==> config.mk <==
export PLATFORM = sky130hd
export DESIGN_NAME = bitmap_allocation_map
export DESIGN_NICKNAME = d
export VERILOG_FILES = /design/src/sv/bam_pkg.sv /design/src/sv/bitmap_allocation_map.sv
export SDC_FILE = /design/constraint.sdc
export NUM_CORES = 2
export LEC_CHECK = 0
export BUFFER_PORTS_ARGS = -buffer_cell sky130_fd_sc_hd__buf_2
export CORE_MARGIN = 2
export CORE_UTILIZATION = 60
export CTS_CLUSTER_DIAMETER = 200
export DETAILED_ROUTE_END_ITERATION = 7
export GPL_TIMING_DRIVEN = 1
export PLACE_DENSITY = 0.76
export SYNTH_ARGS = -nofsm -noshare
export SYNTH_HDL_FRONTEND = slang
export SYNTH_SLANG_ARGS = --single-unit
export TNS_END_PERCENT = 1
==> constraint.sdc <==
create_clock -name clk -period 19.21 [get_ports clk]
set_input_delay 2.8815 -clock clk [delete_from_list [all_inputs] [get_ports clk]]
set_output_delay 2.8815 -clock clk [all_outputs]
set_load 0.05 [all_outputs]
==> src/sv/bam_pkg.sv <==
// Bitmap allocation map: shared widths, defaults and action codes.
// No dependencies; imported by bitmap_allocation_map.
package bam_pkg;

  localparam int WORD_BITS_DEF = 32;
  localparam int MAP_WORDS_DEF = 32;

  localparam int ACT_W       = 3;
  localparam int POS_W       = 16;
  localparam int LEN_W       = 11;
  localparam int WIU_W       = 6;
  localparam int WIU_RESET   = 32;
  localparam int IN_TDATA_W  = 32;
  localparam int OUT_TDATA_W = 24;
  localparam int SCAN_LANES  = 8;

  typedef enum logic [ACT_W-1:0] {
    ACT_SET  = 3'd0,
    ACT_CLR  = 3'd1,
    ACT_TEST = 3'd2,
    ACT_FFF  = 3'd3,
    ACT_RUN  = 3'd4
  } action_t;

endpackage

==> src/sv/bitmap_allocation_map.sv <==
// Bitmap allocation map top level: word memory, read-modify-write and scan engine.
// Depends on bam_pkg.
//
// channel | direction | handshake            | payload
// in      | slave     | in_tvalid/in_tready  | tuser action, tdata position, run_length
// out     | master    | out_tvalid/out_tready| tdata ok, in_range, found_member
// cfg     | slave     | cfg_valid/cfg_ready  | cfg_data words_in_use
//
// Set, clear and test: read, write back and result states from accept to out_tvalid.
// Searches scan up to 8 members per step, from the start bit b to the end of each word;
// the 8-lane scan over the registered memory read sets the rate. No-scan cases go from load to result.
// After reset a clearing pass writes zero to all MAP_WORDS words, one per cycle; items
// are taken only after it. A new item is accepted while a result waits on out_tready and
// holds in its result cycle until the output register is free.
module bitmap_allocation_map #(
  parameter int WORD_BITS = bam_pkg::WORD_BITS_DEF,
  parameter int MAP_WORDS = bam_pkg::MAP_WORDS_DEF
) (
  input  logic                             clk,
  input  logic                             rst_n,
  input  logic                             in_tvalid,
  output logic                             in_tready,
  input  logic [bam_pkg::IN_TDATA_W-1:0]   in_tdata,   // position[15:0], run_length[26:16]
  input  logic [bam_pkg::ACT_W-1:0]        in_tuser,   // action[2:0]
  output logic                             out_tvalid,
  input  logic                             out_tready,
  output logic [bam_pkg::OUT_TDATA_W-1:0]  out_tdata,  // ok[0], in_range[1], found_member[17:2]
  input  logic                             cfg_valid,
  output logic                             cfg_ready,
  input  logic [bam_pkg::WIU_W-1:0]        cfg_data    // words_in_use[5:0]
);
  import bam_pkg::*;

  localparam int AW = (MAP_WORDS > 1) ? $clog2(MAP_WORDS) : 1;
  localparam int BW = $clog2(WORD_BITS);
  localparam int QW = WIU_W;

  typedef enum logic [2:0] {
    ST_CLEAR, ST_IDLE, ST_LOAD, ST_RMW, ST_SCAN, ST_RES
  } state_t;

  state_t                 state_r, state_nxt;
  logic [AW-1:0]          clr_r, clr_nxt;
  logic [WIU_W-1:0]       wiu_r;
  logic [ACT_W-1:0]       act_r, act_nxt;
  logic [POS_W-1:0]       pos_r, pos_nxt;
  logic [LEN_W-1:0]       len_r, len_nxt;
  logic [QW-1:0]          word_r, word_nxt;
  logic [BW-1:0]          bit_r, bit_nxt;
  logic [POS_W-1:0]       mbr_r, mbr_nxt;
  logic [LEN_W-1:0]       run_r, run_nxt;
  logic [POS_W-1:0]       cand_r, cand_nxt;
  logic                   res_ok_r, res_ok_nxt;
  logic                   res_rng_r, res_rng_nxt;
  logic [POS_W-1:0]       res_fnd_r, res_fnd_nxt;
  logic                   out_valid_r, out_valid_nxt;
  logic [OUT_TDATA_W-1:0] out_data_r, out_data_nxt;

  logic [WORD_BITS-1:0]   map_mem [MAP_WORDS];
  logic [WORD_BITS-1:0]   rdata_r;
  logic [AW-1:0]          raddr;
  logic                   wen;
  logic [AW-1:0]          waddr;
  logic [WORD_BITS-1:0]   wdata;

  logic [WIU_W-1:0]       words_eff;
  logic [POS_W-1:0]       cap;
  logic                   pos_in_rng;
  logic [QW-1:0]          quot;
  logic [BW-1:0]          rem;
  logic [WORD_BITS-1:0]   shw;
  logic                   scan_hit;
  logic [POS_W-1:0]       scan_fnd;
  logic [LEN_W-1:0]       scan_run;
  logic [POS_W-1:0]       scan_cand;
  logic                   wend;
  logic                   last_word;
  logic                   cur_bit;
  logic [WORD_BITS-1:0]   bit_mask;
  logic                   out_free;

  assign words_eff  = (32'(wiu_r) > MAP_WORDS) ? WIU_W'(MAP_WORDS) : wiu_r;
  assign cap        = POS_W'(32'(words_eff) * WORD_BITS);
  assign pos_in_rng = pos_r < cap;
  assign cfg_ready  = 1'b1;
  assign in_tready  = (state_r == ST_IDLE);
  assign out_tvalid = out_valid_r;
  assign out_tdata  = out_data_r;
  assign out_free   = !out_valid_r || out_tready;

  // Word index and bit offset of pos_r; only meaningful while pos_r < cap.
  always_comb begin
    logic [POS_W:0] r;
    logic [QW-1:0]  q;
    r = {1'b0, pos_r};
    q = '0;
    for (int k = QW - 1; k >= 0; k--) begin
      if (r >= ((POS_W + 1)'(WORD_BITS) << k)) begin
        r    = r - ((POS_W + 1)'(WORD_BITS) << k);
        q[k] = 1'b1;
      end
    end
    quot = q;
    rem  = BW'(r);
  end

  assign shw       = rdata_r >> bit_r;
  assign wend      = ((BW + 1)'(bit_r) + (BW + 1)'(SCAN_LANES)) >= (BW + 1)'(WORD_BITS);
  assign last_word = ((QW + 1)'(word_r) + (QW + 1)'(1)) >= (QW + 1)'(words_eff);
  assign cur_bit   = rdata_r[bit_r];
  assign bit_mask  = WORD_BITS'(1) << bit_r;

  always_comb begin
    logic [LEN_W-1:0] rv;
    logic [POS_W-1:0] cv;
    logic             hv;
    logic [POS_W-1:0] fv;
    rv = run_r;
    cv = cand_r;
    hv = 1'b0;
    fv = '0;
    for (int i = 0; i < SCAN_LANES; i++) begin
      if (!hv && (((BW + 1)'(bit_r) + (BW + 1)'(i)) < (BW + 1)'(WORD_BITS))) begin
        if (!shw[i]) begin
          if (rv == '0) begin
            cv = mbr_r + POS_W'(i);
          end
          rv = rv + LEN_W'(1);
          if (rv == len_r) begin
            hv = 1'b1;
            fv = cv;
          end
        end else begin
          rv = '0;
        end
      end
    end
    scan_run  = rv;
    scan_cand = cv;
    scan_hit  = hv;
    scan_fnd  = fv;
  end

  always_comb begin
    state_nxt     = state_r;
    clr_nxt       = clr_r;
    act_nxt       = act_r;
    pos_nxt       = pos_r;
    len_nxt       = len_r;
    word_nxt      = word_r;
    bit_nxt       = bit_r;
    mbr_nxt       = mbr_r;
    run_nxt       = run_r;
    cand_nxt      = cand_r;
    res_ok_nxt    = res_ok_r;
    res_rng_nxt   = res_rng_r;
    res_fnd_nxt   = res_fnd_r;
    out_valid_nxt = out_valid_r && !out_tready;
    out_data_nxt  = out_data_r;
    raddr         = AW'(word_r);
    wen           = 1'b0;
    waddr         = clr_r;
    wdata         = '0;

    case (state_r)
      ST_CLEAR: begin
        wen     = 1'b1;
        clr_nxt = clr_r + AW'(1);
        if (clr_r == AW'(MAP_WORDS - 1)) begin
          state_nxt = ST_IDLE;
        end
      end
      ST_IDLE: begin
        if (in_tvalid) begin
          act_nxt   = in_tuser;
          pos_nxt   = in_tdata[POS_W-1:0];
          len_nxt   = in_tdata[POS_W+LEN_W-1:POS_W];
          state_nxt = ST_LOAD;
        end
      end
      ST_LOAD: begin
        raddr       = AW'(quot);
        word_nxt    = quot;
        bit_nxt     = rem;
        mbr_nxt     = pos_r;
        run_nxt     = '0;
        cand_nxt    = pos_r;
        res_rng_nxt = pos_in_rng;
        res_ok_nxt  = 1'b0;
        res_fnd_nxt = '0;
        state_nxt   = ST_RES;
        if (act_r == ACT_FFF) begin
          res_fnd_nxt = (pos_r > cap) ? pos_r : cap;
          len_nxt     = LEN_W'(1);
        end
        if (pos_in_rng) begin
          case (act_r)
            ACT_SET, ACT_CLR, ACT_TEST: state_nxt = ST_RMW;
            ACT_FFF:                    state_nxt = ST_SCAN;
            ACT_RUN: begin
              if (len_r != '0) begin
                state_nxt = ST_SCAN;
              end
            end
            default: state_nxt = ST_RES;
          endcase
        end
      end
      ST_RMW: begin
        waddr = AW'(word_r);
        case (act_r)
          ACT_SET: begin
            wen        = 1'b1;
            wdata      = rdata_r | bit_mask;
            res_ok_nxt = !cur_bit;
          end
          ACT_CLR: begin
            wen        = 1'b1;
            wdata      = rdata_r & ~bit_mask;
            res_ok_nxt = cur_bit;
          end
          default: res_ok_nxt = cur_bit;
        endcase
        state_nxt = ST_RES;
      end
      ST_SCAN: begin
        run_nxt  = scan_run;
        cand_nxt = scan_cand;
        if (scan_hit) begin
          res_ok_nxt  = 1'b1;
          res_fnd_nxt = scan_fnd;
          state_nxt   = ST_RES;
        end else if (wend) begin
          bit_nxt  = '0;
          mbr_nxt  = mbr_r + POS_W'(WORD_BITS) - POS_W'(bit_r);
          word_nxt = word_r + QW'(1);
          raddr    = AW'(word_r + QW'(1));
          if (last_word) begin
            state_nxt = ST_RES;
          end
        end else begin
          bit_nxt = bit_r + BW'(SCAN_LANES);
          mbr_nxt = mbr_r + POS_W'(SCAN_LANES);
        end
      end
      ST_RES: begin
        if (out_free) begin
          out_valid_nxt = 1'b1;
          out_data_nxt  = OUT_TDATA_W'({res_fnd_r, res_rng_r, res_ok_r});
          state_nxt     = ST_IDLE;
        end
      end
      default: state_nxt = ST_IDLE;
    endcase
  end

  always_ff @(posedge clk) begin
    if (wen) begin
      map_mem[waddr] <= wdata;
    end
    rdata_r <= map_mem[raddr];
  end

  always_ff @(posedge clk) begin
    if (!rst_n) begin
      state_r     <= ST_CLEAR;
      clr_r       <= '0;
      wiu_r       <= WIU_W'(WIU_RESET);
      out_valid_r <= 1'b0;
    end else begin
      state_r     <= state_nxt;
      clr_r       <= clr_nxt;
      out_valid_r <= out_valid_nxt;
      if (cfg_valid && cfg_ready) begin
        wiu_r <= cfg_data;
      end
    end
    act_r      <= act_nxt;
    pos_r      <= pos_nxt;
    len_r      <= len_nxt;
    word_r     <= word_nxt;
    bit_r      <= bit_nxt;
    mbr_r      <= mbr_nxt;
    run_r      <= run_nxt;
    cand_r     <= cand_nxt;
    res_ok_r   <= res_ok_nxt;
    res_rng_r  <= res_rng_nxt;
    res_fnd_r  <= res_fnd_nxt;
    out_data_r <= out_data_nxt;
  end

  a_no_accept_in_clear: assert property (@(posedge clk) disable iff (!rst_n)
    (state_r == ST_CLEAR) |-> !in_tready)
    else $error("item accepted during clearing pass");

  a_scan_word_in_use: assert property (@(posedge clk) disable iff (!rst_n)
    (state_r == ST_SCAN) |-> ((QW + 1)'(word_r) < (QW + 1)'(words_eff)))
    else $error("scan past words in use");

  a_found_below_cap: assert property (@(posedge clk) disable iff (!rst_n)
    (state_r == ST_RES && res_ok_r && (act_r == ACT_FFF || act_r == ACT_RUN))
      |-> (res_fnd_r < cap))
    else $error("found member beyond capacity");

  a_ok_needs_range: assert property (@(posedge clk) disable iff (!rst_n)
    (state_r == ST_RES && res_ok_r) |-> res_rng_r)
    else $error("ok result for out of range position");

endmodule

# == After elaboration in Yosys (flattened, before gate mapping) ==
# Memories as Yosys holds them, arrays and structs flattened. A register that Yosys moved wholly into a read port is not among the register bits.
# Index checks and enable logic that the tools add are counted.
# totals
ff_bits,135
ramBits,1024
output_inout_bits,27
mem_count,1
wordCells,302
input_bits,46
# classes
n_shift,2
n_eq_ne,27
n_reduce_logical,43
add_sub_neg,36
magnitude_cmp,20
mux,154
n_bitwise,3
# mem_list
memory,depth,word_bits,read_ports,rd_clocked_by_memory_dff,write_ports,line,rtl
map_mem,32,32,1,1,1,bitmap_allocation_map.sv:59,logic [WORD_BITS-1:0] map_mem [MAP_WORDS];
# op_table
operator,n
$mux 16,61
$mux 11,18
$pmux 16 s2,3
$add 11x1->11 const B,8
$eq 11x11->1,8
$logic_not 11->1,8
$mux 17,5
$add 16x3->16 const B,4
$pmux 32 s2,1
$pmux 11 s2,2
$lt 6x6->1 const B,7
$mux 1,39
$add 16x2->16 const B,2
$and 32x32->32,1
$mux 32,1
$not 32->32,1
$or 32x32->32,1
$shl 1x5->32 const A,1
$shr 32x5->8,1
$mux 5,6
$add 5x3->6 const B,4
$mux 3,7
$pmux 5 s2,2
$mux 6,3
53 further kinds,91

# == Depth between registers and ports, before layout ==
# logic_depth
ltp_word,36
depth_mapped,65
mapped_depth_nobuf,52

# == Least setup slack after synthesis ==
# No wires, ideal clock.
# synth_timing
path_type,register to register
startpoint,reg bit_r[1]
endpoint,"reg rdata_r[22], read port of map_mem"
path_stages_with_launch,58
path_slack_ns,4.792
arrival_ns,14.276
period_less_slack_ns,14.418
cell_sequence,edfxtp_1 buf_6 mux2_1 mux4_2 o221a_2 nand3_1 buf_2 buf_4 nand2_1 inv_1 ha_1 clkbuf_1 nand2_1 a21o_1 or4_1 o41a_1 o2111a_1 and4_1 [22 not listed] or4b_1 buf_2 nand3_1 a21boi_1 ha_1 inv_1 a221oi_2 nor4b_2 xnor3_1 nor4b_2 o31ai_2 o221a_2 nand2b_1 buf_2 clkbuf_1 a221oi_1 o41ai_1 o2111ai_1
# synth_via
elab_chain_len,34
word_cells_on_any_way,86
cone_classes,add/sub (15); order compare (9); eq/ne (7); shift (1); mux (40); reduce/logical (14)
# synth_rtl
item,line,rtl
start: declaration,bitmap_allocation_map.sv:49,"logic [BW-1:0] bit_r, bit_nxt;"
start signal: assignment,bitmap_allocation_map.sv:282,bit_r <= bit_nxt;
"parallel branches: the longest is 32 deep, another holds $add 11x1->11",--,
$mux 5 *,bitmap_allocation_map.sv:229,if (scan_hit) begin
$pmux 5 s2 *,bitmap_allocation_map.sv:165,case (state_r)
end: declaration,bitmap_allocation_map.sv:60,logic [WORD_BITS-1:0] rdata_r;
# Every way passes the cells marked *.
# A chain may end at the register's enable or synchronous reset.

# == Worst setup path in the final report ==
# layout_timing
startpoint,reg bit_r[1]
endpoint,"reg rdata_r[8], read port of map_mem"
# Same word-level chain as after synthesis.

==> flow_metrics.tcl <==
set metrics [dict create \
    run_status "finished with violations" \
    violations "DRC" \
    drt.antenna.violating_nets 0 \
    timing.final.hold_violations 0 \
    syn-instance-count 5190 \
    netlist-cell-type-count 122 \
    post_drt_wl_per_cell_microns 27.53 \
    vias 45190 \
    dp_hpwl_microns 111700 \
    critPathArrivalTime_ns 18.87 \
    finalPower_mw 5.870 \
    crit_path_max_fanout 28 \
    holdCritPathClass "reg -> reg" \
    cts_num_sinks 1191 \
    layout-drive-gt1-share_pct 13.59 \
    floorplan.die.height_microns 329.8 \
    period_needed_ns 18.31 \
    yosys_warnings 0 \
    rsz0062_at_grt "false" \
    cts_setup_buffers 0 \
    worst_path_max_delay_cell "sky130_fd_sc_hd__edfxtp_1" \
    max_freq_mhz 54.62 \
    detail_route.vias_per_cell 6.764 \
    timing_max_transition_violations_final 0 \
    total_switching_power_mw 1.445 \
    synth-seq-area-share_pct 55.42 \
    mostFrequentLayoutCells "1144 x sky130_fd_sc_hd__edfxtp_1, 747 x sky130_fd_sc_hd__mux2i_1, 343 x sky130_fd_sc_hd__nor2_1" \
    pre_cts_ws_ns 1.534 \
    hp-start "res_fnd_r[13]$_DFFE_PP_" \
    wire_length_of_the_first_global_routing_pass_microns 269700 \
    final_net_count 5317 \
    die_area_sq_um 108800 \
    first_global_vias 42810 \
    chipWidth_microns 329.8 \
    maximum_clock_insertion_buffer_count 3 \
    floorplan.io_pins 73 \
    yosysTopAreaCellShare_pct 53.94 \
    crit_path_end_kind "register" \
    cts_hold_buf 0 \
    synth_enable_flop_cells 1144 \
    gr-total-overflow 0 \
    crit-reg2reg-launch "bit_r[1]$_DFFE_PP_" \
    synth_largest_area_cell "sky130_fd_sc_hd__edfxtp_1" \
    tightest_slew_ns 1.276 \
    diodes 0 \
    async_set_or_reset_flop_fraction_in_the_synthesized_netlist_pct 0 \
    cp-startpoint "bit_r[1]$_DFFE_PP_" \
    power.density_nw_per_um2 84.35 \
    timing.clock.skew_ns 0.03969 \
    grt_antenna_before_repair 2 \
    fin_tns_setup_ns 0 \
    fillers 7634 \
    r2r_cells 51 \
    core_area_sq_um 105300 \
    syn_area_sq_um 63690 \
    finalWeightedCongestion 0.9704 \
    clk_pin_slew_ns 0.07 \
    worst-setup-path-type "reg -> reg" \
    final_cells 6681 \
    grt_max_degree 99 \
    cap_viol_max_count 0 \
    static-leakage-power_nw 27.30 \
    grt.total_usage_pct 33.24 \
    cts_tree "done" \
    worst-endpoint-required_ns 19.77 \
    ys_ff_latch 1191 \
    comb_power_share_pct 9.8 \
    p_int_mw 4.425 \
    cts_resized 0 \
    dp.cells 6465 \
    rows 119 \
    most_frequent_standard_cell_in_the_layout_excluding_fill_and_tap_cells "sky130_fd_sc_hd__edfxtp_1" \
    finalCritPeriodShare_pct 95.31 \
    peakVddDrop_v 0.0001403 \
    clockPowerShare_pct 38.8 \
    route.detailed.drc 19 \
    synthFlopType "sky130_fd_sc_hd__edfxtp_1" \
    fin_util_pct 66.11 \
    power_frac_seq_pct 51.4 \
    synthesis_to_finish_area_growth_pct 9.267 \
    htree_num_levels 3 \
    clkLatencyLatePin_ns 0.72 \
    worst_slew_margin_rel_pct 14.90 \
    detail_route.first_pass.iterations 8 \
    setup_viol_count_final 0 \
    cts_root_buf "sky130_fd_sc_hd__clkbuf_16" \
    setup_slack_ns 0.9007 \
    worstHoldPathCells 0 \
    cts_inserted_buffers 114 \
    drt_iter0_drc 5732 \
    critPathLaunchType "register" \
    initial_core_util_pct 60.50 \
    io_buffers 60 \
    postRouteWirelength_microns 183900 \
    synth.avg_cell_area_sq_um 12.27 \
    synth_area_leaders "sky130_fd_sc_hd__edfxtp_1 54%, sky130_fd_sc_hd__mux2i_1 12%, sky130_fd_sc_hd__mux2_2 2.3%" \
    critical-path-max-stage-delay_ns 1.00 \
    power.switching_fraction_pct 24.62 \
]
==> state kept, by name (all words and copies together), names as in the netlist, 6 cells and up <==
register,count
mbr_r,16
cand_r,16
out_tdata,18
rdata_r,32
res_fnd_r,16
map_mem,1024
wiu_r,6
pos_r,16
run_r,11
len_r,11
word_r,6
==> cell type report <==
type                       count  area (sq um)  area share (%)
inverter                      83         311.5          0.4477
clock buffer                 167          3193           4.588
sequential                  1191         35290           50.72
tap                         1391          1740           2.501
timing repair buffer         221          1617           2.323
clock inverter                48         618.1          0.8882
multi-input combinational   3580         26820           38.54
==> cells in the mapped netlist, types with 47 or more instances <==
| cell | instances |
|---|---|
| sky130_fd_sc_hd__a211oi_1 | 63 |
| sky130_fd_sc_hd__a21oi_1 | 250 |
| sky130_fd_sc_hd__a221oi_1 | 52 |
| sky130_fd_sc_hd__a22o_1 | 53 |
| sky130_fd_sc_hd__and2_1 | 56 |
| sky130_fd_sc_hd__buf_2 | 55 |
| sky130_fd_sc_hd__clkbuf_1 | 178 |
| sky130_fd_sc_hd__dfxtp_1 | 47 |
| sky130_fd_sc_hd__edfxtp_1 | 1144 |
| sky130_fd_sc_hd__ha_1 | 79 |
| sky130_fd_sc_hd__inv_1 | 73 |
| sky130_fd_sc_hd__mux2_2 | 131 |
| sky130_fd_sc_hd__mux2i_1 | 747 |
| sky130_fd_sc_hd__nand2_1 | 341 |
| sky130_fd_sc_hd__nand3_1 | 107 |
| sky130_fd_sc_hd__nor2_1 | 381 |
| sky130_fd_sc_hd__nor3_1 | 75 |
| sky130_fd_sc_hd__o21ai_0 | 200 |
| sky130_fd_sc_hd__o22ai_1 | 75 |
| sky130_fd_sc_hd__xnor2_1 | 157 |
==> per-stage QoR <==
step	area (sq um)	hold slack [ns]
after floorplan	63710	0.4003
after global placement	65760	0.4049
after detailed placement	65760	0.4079
after CTS	69580	0.4162
after global routing	69590	0.4267
final	69590	0.4218
==> worst paths after layout <==
kind              slack, ns                      end
setup / recovery       0.90       rdata_r[8]$_DFF_P_
hold / removal         0.42  out_tdata[15]$_DFFE_PP_
setup reg to reg       0.90       rdata_r[8]$_DFF_P_
hold reg to reg        0.42  out_tdata[15]$_DFFE_PP_
==> cells by family (layout without fill, tap and decap cells) <==
logic type	count (synthesis)	count (layout)	share of synthesized area (%)
flops	1191	1191	55.42
compound gates	1084	1084	11.59
simple gates	1301	1301	10.19
buf+inv	424	519	3.436
fa+ha+maj	81	81	1.599
mux	894	894	14.57
xor+xnor	213	213	3.179
other cells	2	7	0.01179
==> metal layers <==
metal / vias up / GRT usage [%] / wire length [microns]
met1: 22050 / 43.37 / 69930
met3: 554 / 5.008 / 17070
met5: - / 0 / 13
met2: 2579 / 54.50 / 87220
li1: 20000 / - / -
met4: 2 / 16.65 / 9710
==> worst max-delay path: cells and delay by family, from the launching register on <==
kind	cells	cell delay, ns
buffers and inverters	8	1.57
AND/OR/NAND/NOR	20	7.45
AO/OA/AOI/OAI	13	4.98
adder cells (fa/ha/maj)	4	1.37
flip-flops	1	1.00
XOR/XNOR	3	0.73
multiplexers	3	0.93
==> power groups by stage <==
stage	clock network (mW)	logic [mW]	registers, mW
final	2.28	0.577	3.01
after global routing	2.40	0.610	3.02
after CTS	2.30	0.566	3.01
after detailed placement	0	0.563	3.07
after global placement	0	0.552	3.06
after floorplan	0	0.366	3.04
Note: power is estimated with default switching activity, not from simulation.
